==> src/hw/rtl/tsws_pkg.sv <==
// Package for the TFTP stop-and-wait sender: field widths, codes and shared types.
// Used by the channel interfaces and by every module of the sender.
`default_nettype none

package tsws_pkg;

   localparam int CMD_W       = 2;
   localparam int LEN_W       = 10;
   localparam int OPCODE_W    = 16;
   localparam int BLOCK_W     = 16;
   localparam int OFFSET_W    = 25;
   localparam int CHUNK_W     = 10;
   localparam int ACTION_W    = 3;
   localparam int TRIES_W     = 4;
   localparam int CSR_INDEX_W = 2;
   localparam int CSR_DATA_W  = 25;

   localparam int DEFAULT_BLOCK_BYTES = 512;
   localparam int QUEUE_DEPTH         = 2;

   localparam logic [OPCODE_W-1:0] ACK_OPCODE      = OPCODE_W'(4);
   localparam logic [LEN_W-1:0]    MIN_PACKET      = LEN_W'(4);
   localparam logic [TRIES_W-1:0]  MAX_TRIES_RESET = TRIES_W'(5);

   typedef enum logic [CMD_W-1:0] {
      CMD_START   = 2'd0,
      CMD_PACKET  = 2'd1,
      CMD_TIMEOUT = 2'd2,
      CMD_ERROR   = 2'd3
   } cmd_type;

   typedef enum logic [ACTION_W-1:0] {
      ACT_TRANSMIT    = 3'd0,
      ACT_IGNORED     = 3'd1,
      ACT_DONE        = 3'd2,
      ACT_ABORT_RETRY = 3'd3,
      ACT_ABORT_ERROR = 3'd4
   } action_type;

   typedef enum logic [CSR_INDEX_W-1:0] {
      CSR_TRANSFER_LENGTH = 2'd0,
      CSR_MAX_TRIES       = 2'd1
   } csr_index_type;

   typedef enum logic [2:0] {
      CLS_START   = 3'd0,
      CLS_ACK     = 3'd1,
      CLS_IGNORE  = 3'd2,
      CLS_TIMEOUT = 3'd3,
      CLS_ERROR   = 3'd4
   } cls_type;

   typedef enum logic {
      PHASE_IDLE   = 1'b0,
      PHASE_ACTIVE = 1'b1
   } phase_type;

   typedef struct packed {
      cls_type              cls;
      logic [BLOCK_W-1:0]   rx_block;
   } entry_type;

   typedef struct packed {
      logic                               full;
      logic                               not_empty;
      logic [$clog2(QUEUE_DEPTH+1)-1:0]   count;
   } queue_status_type;

   typedef struct packed {
      logic [OFFSET_W-1:0] transfer_length;
      logic [TRIES_W-1:0]  max_tries;
   } cfg_type;

endpackage

`default_nettype wire

==> src/hw/rtl/tsws_if.sv <==
// Channel interfaces of the TFTP stop-and-wait sender: request, response and register write.
// Depends on tsws_pkg for the field widths.
`default_nettype none

interface tsws_req_if;
   import tsws_pkg::*;
   logic                 valid;
   logic                 ready;
   logic [CMD_W-1:0]     cmd;
   logic [LEN_W-1:0]     rx_length;
   logic [OPCODE_W-1:0]  rx_opcode;
   logic [BLOCK_W-1:0]   rx_block;
   modport source (output valid, cmd, rx_length, rx_opcode, rx_block, input ready);
   modport sink   (input valid, cmd, rx_length, rx_opcode, rx_block, output ready);
endinterface

interface tsws_rsp_if;
   import tsws_pkg::*;
   logic                 valid;
   logic                 ready;
   logic [ACTION_W-1:0]  action;
   logic [BLOCK_W-1:0]   block_id;
   logic [OFFSET_W-1:0]  byte_offset;
   logic [CHUNK_W-1:0]   chunk_length;
   modport source (output valid, action, block_id, byte_offset, chunk_length,
                   input ready);
   modport sink   (input valid, action, block_id, byte_offset, chunk_length,
                   output ready);
endinterface

interface tsws_csr_if;
   import tsws_pkg::*;
   logic                   valid;
   logic                   ready;
   logic [CSR_INDEX_W-1:0] index;
   logic [CSR_DATA_W-1:0]  data;
   modport source (output valid, index, data, input ready);
   modport sink   (input valid, index, data, output ready);
endinterface

`default_nettype wire

==> src/hw/rtl/tsws_front.sv <==
// Front end of the sender: accepts request transfers and classifies each event.
// Depends on tsws_pkg and tsws_req_if; feeds tsws_queue.
`default_nettype none

module tsws_front (
   tsws_req_if.sink                     req_chan,
   input  tsws_pkg::queue_status_type   q_status,
   output logic                         push,
   output tsws_pkg::entry_type          push_entry
);
   import tsws_pkg::*;

   assign req_chan.ready = !q_status.full;
   assign push           = req_chan.valid && !q_status.full;

   always_comb begin
      push_entry.rx_block = req_chan.rx_block;
      case (cmd_type'(req_chan.cmd))
         CMD_START: begin
            push_entry.cls = CLS_START;
         end
         CMD_PACKET: begin
            if (req_chan.rx_length < MIN_PACKET || req_chan.rx_opcode != ACK_OPCODE) begin
               push_entry.cls = CLS_IGNORE;
            end else begin
               push_entry.cls = CLS_ACK;
            end
         end
         CMD_TIMEOUT: begin
            push_entry.cls = CLS_TIMEOUT;
         end
         CMD_ERROR: begin
            push_entry.cls = CLS_ERROR;
         end
         default: begin
            push_entry.cls = CLS_IGNORE;
         end
      endcase
   end

endmodule

`default_nettype wire

==> src/hw/rtl/tsws_queue.sv <==
// Short first-in first-out queue of classified events between front and back end.
// Depends on tsws_pkg for the entry and status types.
`default_nettype none

module tsws_queue (
   input  logic                         clock,
   input  logic                         reset,
   input  logic                         push,
   input  tsws_pkg::entry_type          push_entry,
   input  logic                         pop,
   output tsws_pkg::entry_type          head_entry,
   output tsws_pkg::queue_status_type   status
);
   import tsws_pkg::*;

   localparam int PTR_W = (QUEUE_DEPTH > 1) ? $clog2(QUEUE_DEPTH) : 1;
   localparam int CNT_W = $clog2(QUEUE_DEPTH + 1);

   entry_type          mem_ff [QUEUE_DEPTH];
   logic [PTR_W-1:0]   wr_ptr_ff, wr_ptr_in;
   logic [PTR_W-1:0]   rd_ptr_ff, rd_ptr_in;
   logic [CNT_W-1:0]   count_ff, count_in;

   function automatic logic [PTR_W-1:0] next_ptr(input logic [PTR_W-1:0] ptr);
      logic [PTR_W-1:0] result;
      if (ptr == PTR_W'(QUEUE_DEPTH - 1)) begin
         result = '0;
      end else begin
         result = ptr + PTR_W'(1);
      end
      return result;
   endfunction

   always_comb begin
      wr_ptr_in = push ? next_ptr(wr_ptr_ff) : wr_ptr_ff;
      rd_ptr_in = pop ? next_ptr(rd_ptr_ff) : rd_ptr_ff;
      count_in  = count_ff;
      if (push && !pop) begin
         count_in = count_ff + CNT_W'(1);
      end else if (pop && !push) begin
         count_in = count_ff - CNT_W'(1);
      end
   end

   always_ff @(posedge clock) begin
      if (reset) begin
         wr_ptr_ff <= '0;
         rd_ptr_ff <= '0;
         count_ff  <= '0;
      end else begin
         wr_ptr_ff <= wr_ptr_in;
         rd_ptr_ff <= rd_ptr_in;
         count_ff  <= count_in;
      end
   end

   always_ff @(posedge clock) begin
      if (push) begin
         mem_ff[wr_ptr_ff] <= push_entry;
      end
   end

   assign head_entry       = mem_ff[rd_ptr_ff];
   assign status.full      = (count_ff == CNT_W'(QUEUE_DEPTH));
   assign status.not_empty = (count_ff != '0);
   assign status.count     = count_ff;

endmodule

`default_nettype wire

==> src/hw/rtl/tsws_back.sv <==
// Back end of the sender: transfer state machine and registered response stage.
// Depends on tsws_pkg and tsws_rsp_if; drains tsws_queue.
`default_nettype none

module tsws_back #(
   parameter int BLOCK_BYTES = tsws_pkg::DEFAULT_BLOCK_BYTES
) (
   input  logic                         clock,
   input  logic                         reset,
   input  tsws_pkg::cfg_type            cfg,
   input  tsws_pkg::entry_type          head_entry,
   input  tsws_pkg::queue_status_type   q_status,
   output logic                         pop,
   tsws_rsp_if.source                   rsp_chan
);
   import tsws_pkg::*;

   localparam int LEFT_W = OFFSET_W + 1;
   localparam logic [LEFT_W-1:0]   BLK_LEFT   = LEFT_W'(BLOCK_BYTES);
   localparam logic [OFFSET_W-1:0] BLK_OFFSET = OFFSET_W'(BLOCK_BYTES);

   phase_type             phase_ff, phase_in;
   logic [BLOCK_W-1:0]    block_ff, block_in;
   logic [OFFSET_W-1:0]   offset_ff, offset_in;
   logic [TRIES_W-1:0]    tries_ff, tries_in;

   logic                  rsp_valid_ff, rsp_valid_in;
   action_type            action_ff, action_in;
   logic [BLOCK_W-1:0]    rsp_block_ff;
   logic [OFFSET_W-1:0]   rsp_offset_ff;
   logic [CHUNK_W-1:0]    chunk_ff, chunk_in;

   logic [LEFT_W-1:0]     length_ext;
   logic [LEFT_W-1:0]     left_cur;
   logic [LEFT_W-1:0]     left_next;
   logic [LEFT_W-1:0]     chunk_cur;
   logic [LEFT_W-1:0]     chunk_next;
   logic [LEFT_W-1:0]     chunk_start;
   logic [LEFT_W-1:0]     chunk_sel;

   assign pop = q_status.not_empty && (!rsp_valid_ff || rsp_chan.ready);

   assign length_ext  = {1'b0, cfg.transfer_length};
   assign left_cur    = length_ext - {1'b0, offset_ff};
   assign left_next   = left_cur - BLK_LEFT;
   assign chunk_cur   = left_cur[LEFT_W-1] ? '0 :
                        ((left_cur >= BLK_LEFT) ? BLK_LEFT : left_cur);
   assign chunk_next  = left_next[LEFT_W-1] ? '0 :
                        ((left_next >= BLK_LEFT) ? BLK_LEFT : left_next);
   assign chunk_start = (length_ext >= BLK_LEFT) ? BLK_LEFT : length_ext;

   always_comb begin
      phase_in  = phase_ff;
      block_in  = block_ff;
      offset_in = offset_ff;
      tries_in  = tries_ff;
      action_in = ACT_IGNORED;
      chunk_sel = chunk_cur;
      if (head_entry.cls == CLS_START) begin
         phase_in  = PHASE_ACTIVE;
         block_in  = BLOCK_W'(1);
         offset_in = '0;
         tries_in  = TRIES_W'(1);
         action_in = ACT_TRANSMIT;
         chunk_sel = chunk_start;
      end else if (phase_ff == PHASE_ACTIVE) begin
         case (head_entry.cls)
            CLS_ERROR: begin
               phase_in  = PHASE_IDLE;
               action_in = ACT_ABORT_ERROR;
            end
            CLS_TIMEOUT: begin
               if (tries_ff >= cfg.max_tries) begin
                  phase_in  = PHASE_IDLE;
                  action_in = ACT_ABORT_RETRY;
               end else begin
                  tries_in  = tries_ff + TRIES_W'(1);
                  action_in = ACT_TRANSMIT;
               end
            end
            CLS_ACK: begin
               if (head_entry.rx_block == block_ff) begin
                  if (chunk_cur < BLK_LEFT) begin
                     phase_in  = PHASE_IDLE;
                     action_in = ACT_DONE;
                  end else begin
                     offset_in = offset_ff + BLK_OFFSET;
                     block_in  = block_ff + BLOCK_W'(1);
                     tries_in  = TRIES_W'(1);
                     action_in = ACT_TRANSMIT;
                     chunk_sel = chunk_next;
                  end
               end
            end
            default: begin
               action_in = ACT_IGNORED;
            end
         endcase
      end
      chunk_in     = chunk_sel[CHUNK_W-1:0];
      rsp_valid_in = pop || (rsp_valid_ff && !rsp_chan.ready);
   end

   always_ff @(posedge clock) begin
      if (reset) begin
         phase_ff     <= PHASE_IDLE;
         block_ff     <= '0;
         offset_ff    <= '0;
         tries_ff     <= '0;
         rsp_valid_ff <= 1'b0;
      end else begin
         rsp_valid_ff <= rsp_valid_in;
         if (pop) begin
            phase_ff  <= phase_in;
            block_ff  <= block_in;
            offset_ff <= offset_in;
            tries_ff  <= tries_in;
         end
      end
   end

   always_ff @(posedge clock) begin
      if (pop) begin
         action_ff     <= action_in;
         rsp_block_ff  <= block_in;
         rsp_offset_ff <= offset_in;
         chunk_ff      <= chunk_in;
      end
   end

   assign rsp_chan.valid        = rsp_valid_ff;
   assign rsp_chan.action       = action_ff;
   assign rsp_chan.block_id     = rsp_block_ff;
   assign rsp_chan.byte_offset  = rsp_offset_ff;
   assign rsp_chan.chunk_length = chunk_ff;

endmodule

`default_nettype wire

==> src/hw/rtl/tftp_stop_and_wait_sender_unit.sv <==
// Top level of the TFTP stop-and-wait sender: register file, front end, queue, back end.
// Depends on tsws_pkg, the tsws interfaces, tsws_front, tsws_queue and tsws_back.
//
//   Channel    Direction  Transfer carries
//   req_chan   in         cmd, rx_length, rx_opcode, rx_block
//   rsp_chan   out        action, block_id, byte_offset, chunk_length
//   csr_chan   in         index, data (register write)
//
// Each event gives exactly one response; one event per cycle is sustained while responses are taken.
// An accepted event is written into the queue at the transfer edge and then, when popped,
// passes through the registered response stage.
// Reset is synchronous and clears the transfer state, the queue and the response valid.
// A stalled response holds the back end while the queue fills; the request side then stalls.
// Register writes are always taken and act on the next event processed.
`default_nettype none

module tftp_stop_and_wait_sender_unit #(
   parameter int BLOCK_BYTES = tsws_pkg::DEFAULT_BLOCK_BYTES
) (
   input  logic      clock,
   input  logic      reset,
   tsws_req_if.sink  req_chan,
   tsws_rsp_if.source rsp_chan,
   tsws_csr_if.sink  csr_chan
);
   import tsws_pkg::*;

   logic [OFFSET_W-1:0]  transfer_length_ff;
   logic [TRIES_W-1:0]   max_tries_ff;
   cfg_type              cfg;

   logic                 push;
   logic                 pop;
   entry_type            push_entry;
   entry_type            head_entry;
   queue_status_type     q_status;

   assign csr_chan.ready = 1'b1;

   always_ff @(posedge clock) begin
      if (reset) begin
         transfer_length_ff <= '0;
         max_tries_ff       <= MAX_TRIES_RESET;
      end else if (csr_chan.valid) begin
         case (csr_index_type'(csr_chan.index))
            CSR_TRANSFER_LENGTH: begin
               transfer_length_ff <= csr_chan.data[OFFSET_W-1:0];
            end
            CSR_MAX_TRIES: begin
               max_tries_ff <= csr_chan.data[TRIES_W-1:0];
            end
            default: begin
               max_tries_ff <= max_tries_ff;
            end
         endcase
      end
   end

   assign cfg.transfer_length = transfer_length_ff;
   assign cfg.max_tries       = max_tries_ff;

   tsws_front u_front (
      .req_chan   (req_chan),
      .q_status   (q_status),
      .push       (push),
      .push_entry (push_entry)
   );

   tsws_queue u_queue (
      .clock      (clock),
      .reset      (reset),
      .push       (push),
      .push_entry (push_entry),
      .pop        (pop),
      .head_entry (head_entry),
      .status     (q_status)
   );

   tsws_back #(
      .BLOCK_BYTES (BLOCK_BYTES)
   ) u_back (
      .clock      (clock),
      .reset      (reset),
      .cfg        (cfg),
      .head_entry (head_entry),
      .q_status   (q_status),
      .pop        (pop),
      .rsp_chan   (rsp_chan)
   );

   a_queue_bound: assert property (@(posedge clock) disable iff (reset)
      q_status.count <= ($clog2(QUEUE_DEPTH + 1))'(QUEUE_DEPTH))
      else $error("event queue holds more entries than its depth");

   a_accept_queues: assert property (@(posedge clock) disable iff (reset)
      (req_chan.valid && req_chan.ready) |=> q_status.not_empty)
      else $error("accepted event did not reach the queue");

   a_drain_responds: assert property (@(posedge clock) disable iff (reset)
      (q_status.not_empty && (!rsp_chan.valid || rsp_chan.ready)) |=> rsp_chan.valid)
      else $error("queued event did not produce a response");

endmodule

`default_nettype wire
==> src/flat_wrapper.sv <==
// flat-port wrapper written by rule: the top's interface ports become plain ports
module tftp_stop_and_wait_sender_unit_flat import tsws_pkg::*;
#(
   parameter int BLOCK_BYTES = tsws_pkg::DEFAULT_BLOCK_BYTES
)
  (clock, reset, req_chan_valid, req_chan_cmd, req_chan_rx_length, req_chan_rx_opcode, req_chan_rx_block, req_chan_ready, rsp_chan_valid, rsp_chan_action, rsp_chan_block_id, rsp_chan_byte_offset, rsp_chan_chunk_length, rsp_chan_ready, csr_chan_valid, csr_chan_index, csr_chan_data, csr_chan_ready);
  tsws_req_if req_chan_i ();
  tsws_rsp_if rsp_chan_i ();
  tsws_csr_if csr_chan_i ();
  input  logic clock;
  input  logic reset;
  input wire logic [$bits(req_chan_i.valid)-1:0] req_chan_valid;
  input wire logic [$bits(req_chan_i.cmd)-1:0] req_chan_cmd;
  input wire logic [$bits(req_chan_i.rx_length)-1:0] req_chan_rx_length;
  input wire logic [$bits(req_chan_i.rx_opcode)-1:0] req_chan_rx_opcode;
  input wire logic [$bits(req_chan_i.rx_block)-1:0] req_chan_rx_block;
  output wire logic [$bits(req_chan_i.ready)-1:0] req_chan_ready;
  output wire logic [$bits(rsp_chan_i.valid)-1:0] rsp_chan_valid;
  output wire logic [$bits(rsp_chan_i.action)-1:0] rsp_chan_action;
  output wire logic [$bits(rsp_chan_i.block_id)-1:0] rsp_chan_block_id;
  output wire logic [$bits(rsp_chan_i.byte_offset)-1:0] rsp_chan_byte_offset;
  output wire logic [$bits(rsp_chan_i.chunk_length)-1:0] rsp_chan_chunk_length;
  input wire logic [$bits(rsp_chan_i.ready)-1:0] rsp_chan_ready;
  input wire logic [$bits(csr_chan_i.valid)-1:0] csr_chan_valid;
  input wire logic [$bits(csr_chan_i.index)-1:0] csr_chan_index;
  input wire logic [$bits(csr_chan_i.data)-1:0] csr_chan_data;
  output wire logic [$bits(csr_chan_i.ready)-1:0] csr_chan_ready;
  assign req_chan_i.valid = req_chan_valid;
  assign req_chan_i.cmd = req_chan_cmd;
  assign req_chan_i.rx_length = req_chan_rx_length;
  assign req_chan_i.rx_opcode = req_chan_rx_opcode;
  assign req_chan_i.rx_block = req_chan_rx_block;
  assign req_chan_ready = req_chan_i.ready;
  assign rsp_chan_valid = rsp_chan_i.valid;
  assign rsp_chan_action = rsp_chan_i.action;
  assign rsp_chan_block_id = rsp_chan_i.block_id;
  assign rsp_chan_byte_offset = rsp_chan_i.byte_offset;
  assign rsp_chan_chunk_length = rsp_chan_i.chunk_length;
  assign rsp_chan_i.ready = rsp_chan_ready;
  assign csr_chan_i.valid = csr_chan_valid;
  assign csr_chan_i.index = csr_chan_index;
  assign csr_chan_i.data = csr_chan_data;
  assign csr_chan_ready = csr_chan_i.ready;
  tftp_stop_and_wait_sender_unit #(.BLOCK_BYTES(BLOCK_BYTES)) u_core (.clock(clock), .reset(reset), .req_chan(req_chan_i), .rsp_chan(rsp_chan_i), .csr_chan(csr_chan_i));
endmodule
==> config.mk <==
export PLATFORM = sky130hd
export DESIGN_NAME = tftp_stop_and_wait_sender_unit_flat
export DESIGN_NICKNAME = d
export VERILOG_FILES = /design/src/hw/rtl/tsws_pkg.sv /design/src/hw/rtl/tsws_if.sv /design/src/hw/rtl/tsws_front.sv /design/src/hw/rtl/tsws_queue.sv /design/src/hw/rtl/tsws_back.sv /design/src/hw/rtl/tftp_stop_and_wait_sender_unit.sv /design/src/flat_wrapper.sv
export SDC_FILE = /design/constraint.sdc
export NUM_CORES = 1
export LEC_CHECK = 0
export BUFFER_PORTS_ARGS = -buffer_cell sky130_fd_sc_hd__buf_2
export CORE_ASPECT_RATIO = 1.25
export CORE_UTILIZATION = 54
export CTS_BUF_LIST = sky130_fd_sc_hd__clkbuf_2
export DETAILED_ROUTE_END_ITERATION = 8
export GPL_ROUTABILITY_DRIVEN = 0
export PLACE_DENSITY = 0.78
export SYNTH_ARGS = -nofsm -noshare
export SYNTH_HDL_FRONTEND = slang
export SYNTH_HIERARCHICAL = 1
export SYNTH_SLANG_ARGS = --single-unit
==> constraint.sdc <==
create_clock -name clock -period 4.2 [get_ports clock]
set_clock_uncertainty 0.05 [all_clocks]
set_input_delay 0.63 -clock clock [delete_from_list [all_inputs] [get_ports clock]]
set_output_delay 0.63 -clock clock [all_outputs]
set_load 0.1 [all_outputs]
# After elaboration in Yosys (flattened, before gate mapping)
# Memories as Yosys holds them, arrays and structs flattened. A register that Yosys moved wholly into a read port is not among the register bits.
# Index checks and enable logic that the tools add are counted.
[totals] register_bits=134 mem_bits_rw=38 out_inout_bits=57 elab_cells=116 n_memories=1
[memory_table] name="u_core.u_queue.mem_ff" depth=2 width=19 read_ports=1 rd_ports_with_merged_regs=1 write_ports=1 line_no="tsws_queue.sv:19" rtl="entry_type mem_ff [QUEUE_DEPTH];"
[classes] addsub=9 magnitude_cmp=6 n_eq_ne=13 mux=47 bitwise=1 n_reduce_logical=24
[ops] op="2-to-1 mux 25 bit" n=7
[ops] op="2-to-1 mux 10 bit" n=8
[ops] op="2-to-1 mux 16 bit" n=5
[ops] op="greater-or-equal comparator 26 x 10 -> 1 bit, second input constant" n=2
[ops] op="subtractor 25 x 25 -> 26 bit" n=1
[ops] op="subtractor 26 x 10 -> 26 bit, second input constant" n=1
[ops] op="adder 25 x 10 -> 25 bit, second input constant" n=1
[ops] op="greater-or-equal comparator 25 x 10 -> 1 bit, second input constant" n=1
[ops] op="less-than comparator 25 x 10 -> 1 bit, second input constant" n=1
[ops] op="2-to-1 mux 4 bit" n=5
[ops] op="adder 16 x 1 -> 16 bit, second input constant" n=1
[ops] op="== test 16 bit" n=1
[ops] op="!= test 16 x 3 -> 1 bit, second input constant" n=1
[ops] op="2-to-1 mux 1 bit" n=12
[ops] op="2-to-1 mux 2 bit" n=6
[ops] op="case mux 3 bit (4 select lines)" n=1
[ops] op="less-than comparator 10 x 3 -> 1 bit, second input constant" n=1
[ops] op="!= test 3 bit, second input constant" n=3
[ops] op="case mux 3 bit (3 select lines)" n=1
[ops] op="case mux 4 bit (2 select lines)" n=1
[ops] op="== test 2 bit, second input constant" n=3
[ops] op="AND reduction 6 bit" n=1
[ops] op="nonzero test 2 bit" n=3
[ops] op="logical AND 1 bit" n=5
[ops] op="other kinds (18)" n=28

# Logic depth before layout (Yosys ltp)
[logic_depth] ltp_word=10 ltp_mapped=22

# By module
# Netlist, hierarchy kept.
[modules_own_cells] mod="tsws_back" instances=1 cells_per_inst=791 area_per_inst_um2=6754.0 seq_area_each_um2=2562.5
[modules_own_cells] mod="tsws_queue" instances=1 cells_per_inst=81 area_per_inst_um2=1581.5 seq_area_each_um2=1241.2
[modules_own_cells] mod="tftp_stop_and_wait_sender_unit" instances=1 cells_per_inst=127 area_per_inst_um2=1318.8 seq_area_each_um2=580.6
[modules_own_cells] mod="tsws_front" instances=1 cells_per_inst=32 area_per_inst_um2=242.7 seq_area_each_um2=0.0

# Worst setup path after synthesis
# OpenSTA, ideal clock, no wires.
[synth_path] path_kind="reg2reg" from="register u_core.transfer_length_ff[0]" to="register u_core.u_back.rsp_block_ff[2] (netlist: u_core/u_back/rsp_chan.block_id[2]) (data pin)" setup_time_ns=0.256 arrival_time_ns=3.779 required_ns=3.894 path_slack_ns=0.115 path_stages_with_launch=22 path_buffers=3 synth_period_minus_slack_ns=4.085 path_cell_list="dfxtp_1 > inv_1 > ha_1 > inv_1 > fa_1 > a21o_1 > a221oi_1 > o21ai_1 > xor2_1 > inv_1 > ha_1 > nand2_1 > nor3_1 > o211ai_1 > nor4_1 > or4_1 > nand4bb_1 > buf_2 > o21a_1 > buf_2 > buf_2 > a31o_2"
[synth_between] elab_chain_len=10
[synth_rtl] element="start: declaration" line_no="tftp_stop_and_wait_sender_unit.sv:28" rtl="logic [OFFSET_W-1:0] transfer_length_ff;"
[synth_rtl] element="start signal: assignment" line_no="tftp_stop_and_wait_sender_unit.sv:47" rtl="transfer_length_ff <= csr_chan.data[OFFSET_W-1:0];"
[synth_rtl] element="subtractor 25 x 25 -> 26 bit (*)" line_no="tsws_back.sv:44" rtl="assign left_cur = length_ext - {1'b0, offset_ff};"
[synth_rtl] element="greater-or-equal comparator 26 x 10 -> 1 bit" line_no="tsws_back.sv:47" rtl="((left_cur >= BLK_LEFT) ? BLK_LEFT : left_cur);"
[synth_rtl] element="2-to-1 mux 25 bit" line_no="tsws_back.sv:47"
[synth_rtl] element="2-to-1 mux 25 bit (*)" line_no="tsws_back.sv:46" rtl="assign chunk_cur = left_cur[LEFT_W-1] ? '0 :"
[synth_rtl] element="less-than comparator 25 x 10 -> 1 bit (*)" line_no="tsws_back.sv:83" rtl="if (chunk_cur < BLK_LEFT) begin"
[synth_rtl] element="2-to-1 mux 16 bit (*)" line_no="tsws_back.sv:83"
[synth_rtl] element="2-to-1 mux 16 bit (*)" line_no="tsws_back.sv:82" rtl="if (head_entry.rx_block == block_ff) begin"
[synth_rtl] element="2-to-1 mux 16 bit (*)" line_no="tsws_back.sv:67" rtl="case (head_entry.cls)"
[synth_rtl] element="2-to-1 mux 16 bit (*)" line_no="tsws_back.sv:66" rtl="end else if (phase_ff == PHASE_ACTIVE) begin"
[synth_rtl] element="2-to-1 mux 16 bit (*)" line_no="tsws_back.sv:59" rtl="if (head_entry.cls == CLS_START) begin"
[synth_rtl] element="via u_core.u_back.block_in[2]" line_no="tsws_back.sv:23" rtl="logic [BLOCK_W-1:0] block_ff, block_in;"
[synth_rtl] element="end signal: assignment" line_no="tsws_back.sv:125" rtl="rsp_block_ff <= block_in;"
[synth_rtl] element="end: declaration" line_no="tsws_back.sv:29" rtl="logic [BLOCK_W-1:0] rsp_block_ff;"
# The timed path passes the listed nets; every way through them passes the cells marked *.
# A chain may end at the register's enable or synchronous reset.

# Final worst setup path
[layout_path] from="register u_core.u_back.offset_ff[0]" to="register u_core.u_back.rsp_block_ff[8] (netlist: u_core/u_back/rsp_chan.block_id[8]) (data pin)"
[layout_between] elab_chain_len=10
[layout_rtl] element="start: declaration" line_no="tsws_back.sv:24" rtl="logic [OFFSET_W-1:0] offset_ff, offset_in;"
[layout_rtl] element="start signal: assignment" line_no="tsws_back.sv:116" rtl="offset_ff <= offset_in;"
[layout_rtl] element="subtractor 25 x 25 -> 26 bit (*)" line_no="tsws_back.sv:44"
[layout_rtl] element="greater-or-equal comparator 26 x 10 -> 1 bit" line_no="tsws_back.sv:47"
[layout_rtl] element="2-to-1 mux 25 bit" line_no="tsws_back.sv:47"
[layout_rtl] element="2-to-1 mux 25 bit (*)" line_no="tsws_back.sv:46"
[layout_rtl] element="less-than comparator 25 x 10 -> 1 bit (*)" line_no="tsws_back.sv:83"
[layout_rtl] element="2-to-1 mux 16 bit (*)" line_no="tsws_back.sv:83"
[layout_rtl] element="2-to-1 mux 16 bit (*)" line_no="tsws_back.sv:82"
[layout_rtl] element="2-to-1 mux 16 bit (*)" line_no="tsws_back.sv:67"
[layout_rtl] element="2-to-1 mux 16 bit (*)" line_no="tsws_back.sv:66"
[layout_rtl] element="2-to-1 mux 16 bit (*)" line_no="tsws_back.sv:59"
[layout_rtl] element="via u_core.u_back.block_in[8]" line_no="tsws_back.sv:23"
# Marked as above.

==> reports/qor.txt <==
final setup vio count: 0
htree depth: 4
first-pass GRT wire length: 39830 um
GRT Total Usage: 0.2734
share of layout cells above drive strength 1: 0.2474
RSZ-0062 raised after global routing: yes
DR WL/cell: 17.50 um
Routed Antenna Nets: 0
number of global-route vias before repair: 8291
initial drt markers: 513
average cell area after synthesis: 9.599 sq um
Cells after Synth: 1031
DRC viols: 0
min Tclk post-route: 4.147 ns
Critical Path RT: 4.76 ns
hpwl dp: 17750 um
Distinct cells, synth: 75
crit path kind: reg -> reg
Final nets: 1328
drt via density: 5.966
area leader, netlist: edfxtp_1
pwr/cell area: 532.4 mW/mm^2
Die Ht: 153.4 um
yosys warns: 6
GRT Residual Overflow: 0
Fin. Hold Viols: 0
FP Rows: 55
CP Launch Type: flop
Die Width: 123.1 um
Ports: 133
Worst VDD drop: 0.0005839 V
CTS Buf Count: 17
Cell Chain, Critical Path: ha_4 -> inv_2 -> fa_2 -> a21o_1 -> a221oi_2 -> o21ai_2 -> xor2_1 -> inv_1 -> ha_2 -> nand2_2 -> nor3_2 -> o211ai_1 -> nor4_1 -> or4_1 -> nand4bb_4 -> buf_6 -> o21ai_4 -> buf_12 -> o211ai_1 -> o31ai_1
total power: 6.273 mW
CTS Buffer Depth: 2
CP max FO: 8
Setup Total Neg Slack: 0 ns
Setup crit end kind: flop
buffers added on ports: 129
Max stage delay on crit path: 0.47 ns
Area Overhead vs Synth: 19.05%
Synth area leaders: edfxtp_1, dfxtp_1, ha_1, mux2i_1, nand2b_1
Die Footprint: 0.01888 sq mm
Rel. slew slack: 0.3939
Worst-Skew Late Latency: 0.81 ns
CTS tree: yes
max-cap violation count: 0
Initial Util: 0.5489
CP max-delay cell: or4_1
Pre-antenna DRT Iters: 5
min-delay worst type: in -> reg
crit path DAT: 4.71 ns
outcome: completed
Synth Net Count: 1143
leading cell type by number of instances after synthesis: edfxtp_1
Mapped Area: 0.009897 sq mm
clock sinks: 173
Max Slew Vio Count: 0
commonest register cell after synthesis: edfxtp_1
Crit path top cell by count: o211ai_1
f_max: 241.1 MHz
part of the cycle the worst path needs: 0.9874
initial antenna violation count: 1
#FFs+latches synth: 173
ys async rst share: 0
routed wire length: 25520 um
Final Util: 0.6535
clock root cell: clkbuf_2
largest net degree at the start of global routing: 85
Core Area: 0.01803 sq mm
sequential area share after synthesis: 0.4430
Post-synth EDFFs: 92
via count: 8699
share of the synthesized area in the top cell type: 0.2791
Commonest cells post-synth: edfxtp_1, dfxtp_1, nand2_1
Worst-path clk slew: 0.27 ns
leakage: 4.699 nW
worst slew pin tran: 0.9091 ns
## cells by family after synthesis
family,Yosys count,synth area share
and+or+nand+nor,384,0.2062
other,1,0.0003789
adders and majority gates,36,0.04627
buffers and inverters,117,0.06043
xor gates and xnor gates,44,0.03894
DFF,173,0.4430
muxes,58,0.06119
AOI/OAI and AO/OA,218,0.1436
## critical path: cells and delay by family, from the launching register on
kind / cells / cell delay, ns
flops: 1 / 0.44
buf+inv: 4 / 0.46
fa+ha+maj: 3 / 0.66
xor+xnor: 1 / 0.17
compound gates: 7 / 1.22
simple gates: 5 / 0.93
## repair_timing
item	4_1_cts	5_1_grt
setup buffers	0	2
cloned	0	1
endpoints found under the hold margin	48	2
resized for setup	5	37
setup endpoints to repair	67	76
hold buffers	32	2
pin swaps	4	18
## registers in the layout, indices dropped and copies added, names as in the netlist, 2 cells and up, named ones only
name                                 flops
u_core/u_queue/mem_ff                   38
u_core/transfer_length_ff               25
u_core/u_back/offset_ff                 25
u_core/u_back/rsp_chan.byte_offset      25
u_core/u_back/block_ff                  16
u_core/u_back/rsp_chan.block_id         16
u_core/u_back/rsp_chan.chunk_length     10
u_core/max_tries_ff                      4
u_core/u_back/tries_ff                   4
u_core/u_back/rsp_chan.action            3
u_core/u_queue/count_ff                  2
## cell type report
type	count	area (sq um)
multi-input cells	741	5069
fillers	1437	6247
inverters	47	176.4
diodes	1	2.502
flip-flops and latches	173	4387
clock buffers	20	100.1
clock inverters	12	153.9
well taps	228	285.3
repair buffers	236	1609
## layer usage
layer,up-vias,part of all wire,GRT usage
met4,0,0.060,0.1733
met2,385,0.50,0.4719
met1,4084,0.38,0.3051
li1,4126,-,-
met3,104,0.060,0.05000
met5,-,0,0
## power breakdown
part / switching (mW) / internal (mW)
Sequential: 0.0961 / 2.17
Combinational: 2.48 / 0.591
Clock: 0.632 / 0.302
## metrics by stage
step           worst slack [ns]  hold slack, ns  cells  area (sq um)
2_1_floorplan            0.1155          0.3903   1031          9897
3_3_place_gp            -0.2373          0.4145   1388         10990
3_5_place_dp            -0.2651          0.4214   1388         10990
4_1_cts                0.007317      0.00008404   1452         11590
5_1_grt                 -0.1129       -0.006811   1458         11780
6_report                0.05290         0.04684   1458         11780
## worst paths after layout
check,startpoint,endpoint,slack [ns],cells after the start
worst min-delay path,csr_chan_data[0],u_core/transfer_length_ff[0],0.05,3
worst max register to register,u_core/u_back/offset_ff[0],u_core/u_back/rsp_chan.block_id[8],0.05,20
worst min register to register,u_core/max_tries_ff[3],u_core/max_tries_ff[3],0.45,2
worst max-delay path,u_core/u_back/offset_ff[0],u_core/u_back/rsp_chan.block_id[8],0.05,20
## placed cells by master (no fill, tap or decap), types with 7 or more instances in the layout
master	instances
mux2_2	20
inv_1	43
mux2i_1	38
buf_2	129
and3_1	11
nand3_1	35
nand4_1	15
ha_1	32
or4_1	17
o211ai_1	21
o21ai_0	32
edfxtp_1	92
o21a_1	10
nor2b_1	7
xor2_1	27
nor3_1	18
o31ai_1	18
buf_4	66
a22o_1	8
nand2_1	77
or4_4	7
nand2b_1	60
xnor2_1	16
clkbuf_2	20
or3_1	13
dlygate4sd3_1	34
nor4_1	18
a21oi_1	59
a31oi_1	15
a21o_1	7
and2_1	7
dfxtp_1	79
nor2_1	73
No activity file was read; power rests on OpenSTA's default activity.
